### config.mk
export PLATFORM = sky130hd
export DESIGN_NAME = sjis_text_record_check
export DESIGN_NICKNAME = d
export VERILOG_FILES = /design/src/rtl/sjtrc_pkg.sv /design/src/rtl/sjis_text_record_check.sv
export SDC_FILE = /design/constraint.sdc
export NUM_CORES = 1
export LEC_CHECK = 0
export BUFFER_PORTS_ARGS = -buffer_cell sky130_fd_sc_hd__buf_2
export CAP_MARGIN = 30
export CORE_MARGIN = 4
export CORE_UTILIZATION = 64
export DETAILED_ROUTE_END_ITERATION = 8
export PLACE_DENSITY_LB_ADDON = 0.25
export SLEW_MARGIN = 30
export SYNTH_ARGS = -nofsm -noshare
export SYNTH_HDL_FRONTEND = slang
export SYNTH_SLANG_ARGS = --single-unit
### constraint.sdc
create_clock -name clk -period 4.9 [get_ports clk]
set_clock_uncertainty 0.15 [all_clocks]
set_input_delay 1.47 -clock clk [delete_from_list [all_inputs] [get_ports clk]]
set_output_delay 1.47 -clock clk [all_outputs]
set_load 0.01 [all_outputs]
### src/rtl/sjtrc_pkg.sv
package sjtrc_pkg;

	localparam logic [31:0] LEN_MAX_DEF = 32'd65535;
	localparam logic [15:0] MIN_TEXT    = 16'd4;

	localparam logic [7:0] CH_NUL      = 8'h00;
	localparam logic [7:0] CH_TAB      = 8'h09;
	localparam logic [7:0] CH_LF       = 8'h0A;
	localparam logic [7:0] CH_CR       = 8'h0D;
	localparam logic [7:0] PRINT_LO    = 8'h20;
	localparam logic [7:0] PRINT_HI    = 8'h7E;
	localparam logic [7:0] KANA_LO     = 8'hA1;
	localparam logic [7:0] KANA_HI     = 8'hDF;
	localparam logic [7:0] LEAD_A_LO   = 8'h81;
	localparam logic [7:0] LEAD_A_HI   = 8'h9F;
	localparam logic [7:0] LEAD_B_LO   = 8'hE0;
	localparam logic [7:0] LEAD_B_HI   = 8'hEF;
	localparam logic [7:0] TRAIL_A_LO  = 8'h40;
	localparam logic [7:0] TRAIL_A_HI  = 8'h7E;
	localparam logic [7:0] TRAIL_B_LO  = 8'h80;
	localparam logic [7:0] TRAIL_B_HI  = 8'hFC;

	function automatic logic single_byte_ok(input logic [7:0] b);
		return (b == CH_TAB) || (b == CH_LF) || (b == CH_CR) ||
			((b >= PRINT_LO) && (b <= PRINT_HI)) ||
			((b >= KANA_LO) && (b <= KANA_HI));
	endfunction

	function automatic logic is_lead(input logic [7:0] b);
		return ((b >= LEAD_A_LO) && (b <= LEAD_A_HI)) ||
			((b >= LEAD_B_LO) && (b <= LEAD_B_HI));
	endfunction

	function automatic logic second_byte_ok(input logic [7:0] b);
		return ((b >= TRAIL_A_LO) && (b <= TRAIL_A_HI)) ||
			((b >= TRAIL_B_LO) && (b <= TRAIL_B_HI));
	endfunction

endpackage

### src/rtl/sjis_text_record_check.sv
// The result of a record is registered and appears on out_valid in the cycle after its last byte is taken.
// Throughput: one byte per cycle while in_stall is low; the counters and flags update in a single pass per byte.
// A last byte waits only while the result register holds an earlier result that is stalled.
// Reset (arst_n low, asynchronous) clears the counters, the flags and out_valid; the result data is not reset.
module sjis_text_record_check #(
	parameter logic [31:0] LEN_MAX = sjtrc_pkg::LEN_MAX_DEF
) (
	input  logic        clk,
	input  logic        arst_n,
	input  logic        in_valid,
	output logic        in_stall,
	input  logic [7:0]  data_byte,
	input  logic        last_byte,
	output logic        out_valid,
	input  logic        out_stall,
	output logic        recognized,
	output logic [15:0] text_length,
	output logic [15:0] pad_length
);
	import sjtrc_pkg::*;

	localparam logic [15:0] CNT_CAP = (LEN_MAX < 32'd65535) ? LEN_MAX[15:0] : 16'hFFFF;

	typedef struct packed {
		logic [15:0] byte_total;
		logic [15:0] nul_run;
		logic        lead_pending;
		logic        record_bad;
		logic        saw_break;
	} rec_state_t;

	rec_state_t st_q;
	rec_state_t st_nxt;
	logic       accept;
	logic       ok;
	logic [16:0] sum;

	logic        out_valid_q;
	logic        recognized_q;
	logic [15:0] text_length_q;
	logic [15:0] pad_length_q;

	// Only a last byte needs room in the result register.
	assign in_stall = out_valid_q && out_stall && last_byte;
	assign accept   = in_valid && !in_stall;

	always_comb begin
		st_nxt = st_q;
		sum    = {1'b0, st_q.byte_total} + {1'b0, st_q.nul_run} + 17'd1;
		if (data_byte == CH_NUL) begin
			if (st_q.lead_pending) begin
				st_nxt.record_bad   = 1'b1;
				st_nxt.lead_pending = 1'b0;
			end
			if (st_q.nul_run < CNT_CAP) begin
				st_nxt.nul_run = st_q.nul_run + 16'd1;
			end
		end else begin
			// A NUL run followed by text is embedded, not padding.
			if (st_q.nul_run != 16'd0) begin
				st_nxt.record_bad = 1'b1;
			end
			if (st_q.lead_pending) begin
				if (!second_byte_ok(data_byte)) begin
					st_nxt.record_bad = 1'b1;
				end
				st_nxt.lead_pending = 1'b0;
			end else if (single_byte_ok(data_byte)) begin
				if ((data_byte == CH_LF) || (data_byte == CH_CR)) begin
					st_nxt.saw_break = 1'b1;
				end
			end else if (is_lead(data_byte)) begin
				st_nxt.lead_pending = 1'b1;
			end else begin
				st_nxt.record_bad = 1'b1;
			end
			st_nxt.byte_total = (sum > {1'b0, CNT_CAP}) ? CNT_CAP : sum[15:0];
			st_nxt.nul_run    = 16'd0;
		end
		ok = !st_nxt.record_bad && !st_nxt.lead_pending && st_nxt.saw_break &&
			(st_nxt.byte_total >= MIN_TEXT);
	end

	always_ff @(posedge clk or negedge arst_n) begin
		if (!arst_n) begin
			st_q        <= '0;
			out_valid_q <= 1'b0;
		end else begin
			if (out_valid_q && !out_stall) begin
				out_valid_q <= 1'b0;
			end
			if (accept) begin
				if (last_byte) begin
					st_q        <= '0;
					out_valid_q <= 1'b1;
				end else begin
					st_q <= st_nxt;
				end
			end
		end
	end

	always_ff @(posedge clk) begin
		if (accept && last_byte) begin
			recognized_q  <= ok;
			text_length_q <= st_nxt.byte_total;
			pad_length_q  <= st_nxt.nul_run;
		end
	end

	assign out_valid   = out_valid_q;
	assign recognized  = recognized_q;
	assign text_length = text_length_q;
	assign pad_length  = pad_length_q;

endmodule

==> summary.md <==
| Metric | Value |
|---|---|
| Run status | completed |
| Unrepaired setup endpoints after global routing | false |
| Fin Setup TNS | 0 ns |
| # DRC | 0 |
| #FFs+latches synth | 69 |
| Cell Int Power | 912 uW |
| Cell chain of the critical path | buf_2 > or4_4 > nand2b_1 > nor2_1 > nor2b_1 > mux2i_1 > o2111ai_1 > nor4_2 > a31oi_1 |
| WP depth | 9 |
| Vias in the first global route | roughly 3500 |
| Path type of the worst min-delay path | reg -> reg |
| Final Setup Violations | 0 |
| CTS clk-pin slew, worst paths | around 0.080 ns |
| Pin count of the biggest net entering global routing | 37 |
| Clock sinks | 69 |
| Starting Density | around two thirds |
| Most common cell in the netlist | nor2_1 |
| Startpoint types | input pin |
| Relative slew slack | about 40% |
| Number of buffers created by CTS | 9 |
| Worst EP arrival | 4.02 ns |
| Post-synthesis compound-gate area fraction | between 20% and 30% |
| P per Cell Area | 257 mW/mm^2 |
| Hold depth | 1 |
| Initial antenna violation count | 0 |
| Setup bufs post-CTS | 0 |
| Final Max Tran Viols | 0 |
| WL/cell | around 20 um |
| Max-cap violations | 0 |
| PortBufs | 47 |
| GRT overflow | 0 |
| Hold_sp | out_valid$_DFF_PN0_ |
| F_max | approximately 0.24 GHz |
| Clk_lat worst skew | between 0.3 and 0.4 ns |
| Crit Path Category | in -> reg |
| Clock Power Share | between 30% and 40% |
| GRT Resource Usage Total | 28.5% |
| EDFF count, synth | 33 |
| Yosys warns | 0 |
| Sequential share of the synthesized area | 44.3% |
| Final Hold Viols | 0 |
| Maximum vdd drop | slightly above 0.2 mV |
| Net Count, Synth | between 400 and 500 |
| # hold bufs at CTS | 0 |
| Static Leak | 2.05 nW |
| Layout net count | around 520 |
| CTS tree | yes |
| Clk buf depth | 2 |
| IO Count | 48 |
| Syn avg cell area | roughly 9.6 sq um |
| Worst path required time | just under 5 ns |
| Mapped cell area | about 0.0043 sq mm |
| FF-to-FF Start | st_q[3]$_DFFE_PN0P_ |
| Setup crit start | data_byte[1] |
| Core area | ~0.0064 sq mm |
| HPWL Detailed | 8080 um |
| Largest family of logic cells by synthesized area | compound AO/OA/AOI/OAI gates |
| Simple-gate share of the synthesized area | roughly 18% |
| Mux contribution to synthesized area | less than 1% |
| Post-route ant nets | 0 |
| FFs w/ async S/R, synth | a little over half |
| Worst Tran Pin Value | between 0.8 and 0.9 ns |
| Adder-Cell Fraction of Synth Area | under 10% |
| Die area | ~0.008 sq mm |
| Yosys top cell area share | a little under a quarter |
| CP bufs+invs | 1 |
| Ys flop type | dfrtp_1 |
| Fill cells | 471 |
| Layout cells sized above 1 | between 15 and 20% |
| Initial DRT Pass Iterations | 5 |
| Share of power burned in registers | a little over half |
| 1st-iter DRT viols | between 300 and 400 |
| N_diodes | 0 |
| WL final | about 11000 um |
| Global-route wire length before repair | ~18000 um |
| Yosys cell types | 64 |
| Placer Congestion | ~0.91 |
| Net Switching | between 300 and 400 uW |
| Critical-path top delay cell | or4_4 |
| Yosys top cell by area | edfxtp_1 |
| R2R depth | 12 |
| Sw Share | around a quarter |
| Post-Synthesis Cells | 443 |
| Tcrit/Tclk final | around 84% |
| # resized after CTS | 0 |
| Die height | 89.7 um |
| Xor/xnor cell area share of the yosys netlist | between 2 and 3% |
| Die Wd | about 90 um |
| Syn-to-layout area delta | 11.6% |
| FP Rows | 29 |
| CP endpoint kind | register |
| Detailed-route via count | 3920 |
| Tmin final | between 4 and 5 ns |
| CP max FO | 15 |
| Routed vias/inst | ~6.9 |
| CP delay by family, top | simple AND/OR/NAND/NOR gates |
| Synth top cells by count | nor2_1, dfrtp_1, a21oi_1, edfxtp_1 |
| Post-layout util | approximately three quarters |
| Largest cells by area after synthesis | edfxtp_1, dfrtp_1, ha_1, nor2_1, a22o_1 |
| Highest cell delay on the worst timing path | approximately 0.57 ns |
| Clk root buf | clkbuf_8 |
| H-Tree Level Count | 3 |
| Comb pwr share | a little over a tenth |
[power by group through the flow]
stage / clock, mW / sequential (mW) / combinational (mW)
2_1_floorplan: 0 / 0.656 / 0.0692
3_3_place_gp: 0 / 0.651 / 0.124
3_5_place_dp: 0 / 0.651 / 0.128
4_1_cts: 0.458 / 0.639 / 0.129
5_1_grt: 0.489 / 0.642 / 0.144
6_report: 0.454 / 0.640 / 0.130
[through the flow]
step | hold slack (ns) | cells | setup slack [ns] | power [mW] | instance area (sq um)
floorplan | 0.325 | 443 | 0.930 | 0.725 | 4270
global placement | 0.338 | 555 | 0.618 | 0.775 | 4570
detailed placement | 0.341 | 555 | 0.519 | 0.780 | 4570
CTS | 0.358 | 571 | 0.886 | 1.23 | 4770
global route | 0.397 | 571 | 0.651 | 1.28 | 4770
finish | 0.355 | 571 | 0.804 | 1.22 | 4770
[routing by layer]
| metal | GRT usage (%) | share of wire [%] | up-vias |
|---|---|---|---|
| li1 | - | - | 1790 |
| met1 | 40.6 | 43 | 1878 |
| met2 | 44.0 | 46 | 230 |
| met3 | 5.43 | 9.3 | 22 |
| met4 | 9.58 | 1.8 | 0 |
| met5 | 0 | 0 | - |
[registers in the layout (all words and copies together), names as in the netlist]
register and cells:
st_q 35, recognized 1, text_length 16, out_valid 1, pad_length 16
[layout by cell type, fill, tap and decap left out, drive strengths merged, types with 4 or more instances in the layout]
master | synthesis | routed
xnor2 | 9 | 9
or3 | 9 | 9
a21o | 7 | 7
or4 | 5 | 5
a211oi | 5 | 5
nand3 | 14 | 14
nor2 | 54 | 54
a21oi | 35 | 35
nand4 | 8 | 8
inv | 18 | 18
nor3 | 9 | 9
ha | 19 | 19
a31oi | 4 | 4
o22a | 4 | 4
buf | 3 | 54
o21ai | 27 | 27
a22o | 21 | 21
and3 | 4 | 4
xor2 | 5 | 5
clkbuf | 16 | 11
o211ai | 4 | 4
o31ai | 9 | 9
edfxtp | 33 | 33
nand2 | 27 | 27
dfrtp | 36 | 36
nor4 | 7 | 7
[cell type report]
class | count | area [sq um] | share of cell area, %
multi-input cells | 337 | 2230 | 46.8
flip-flops and latches | 69 | 1890 | 39.7
repair buffers | 54 | 288 | 6.04
clock buffers | 11 | 131 | 2.76
well taps | 77 | 96.3 | 2.02
inverters | 18 | 67.6 | 1.42
clock inverters | 5 | 62.6 | 1.31
[cells by family after synthesis]
family,Yosys count
buffers and inverters,37
AO/OA/AOI/OAI,146
XOR/XNOR,14
adder cells (fa/ha/maj),20
multiplexers,3
flip-flops,69
AND/OR/NAND/NOR,154
[worst paths after layout]
path	to	slack [ns]
max	recognized$_DFFE_PP_	0.80
min	out_valid$_DFF_PN0_	0.35
max reg2reg	recognized$_DFFE_PP_	0.86
min reg2reg	out_valid$_DFF_PN0_	0.35
max in group asynchronous	st_q[33]$_DFFE_PN0P_	2.96
min in group asynchronous	st_q[6]$_DFFE_PN0P_	1.08
Note: power is estimated with default switching activity, not from simulation.
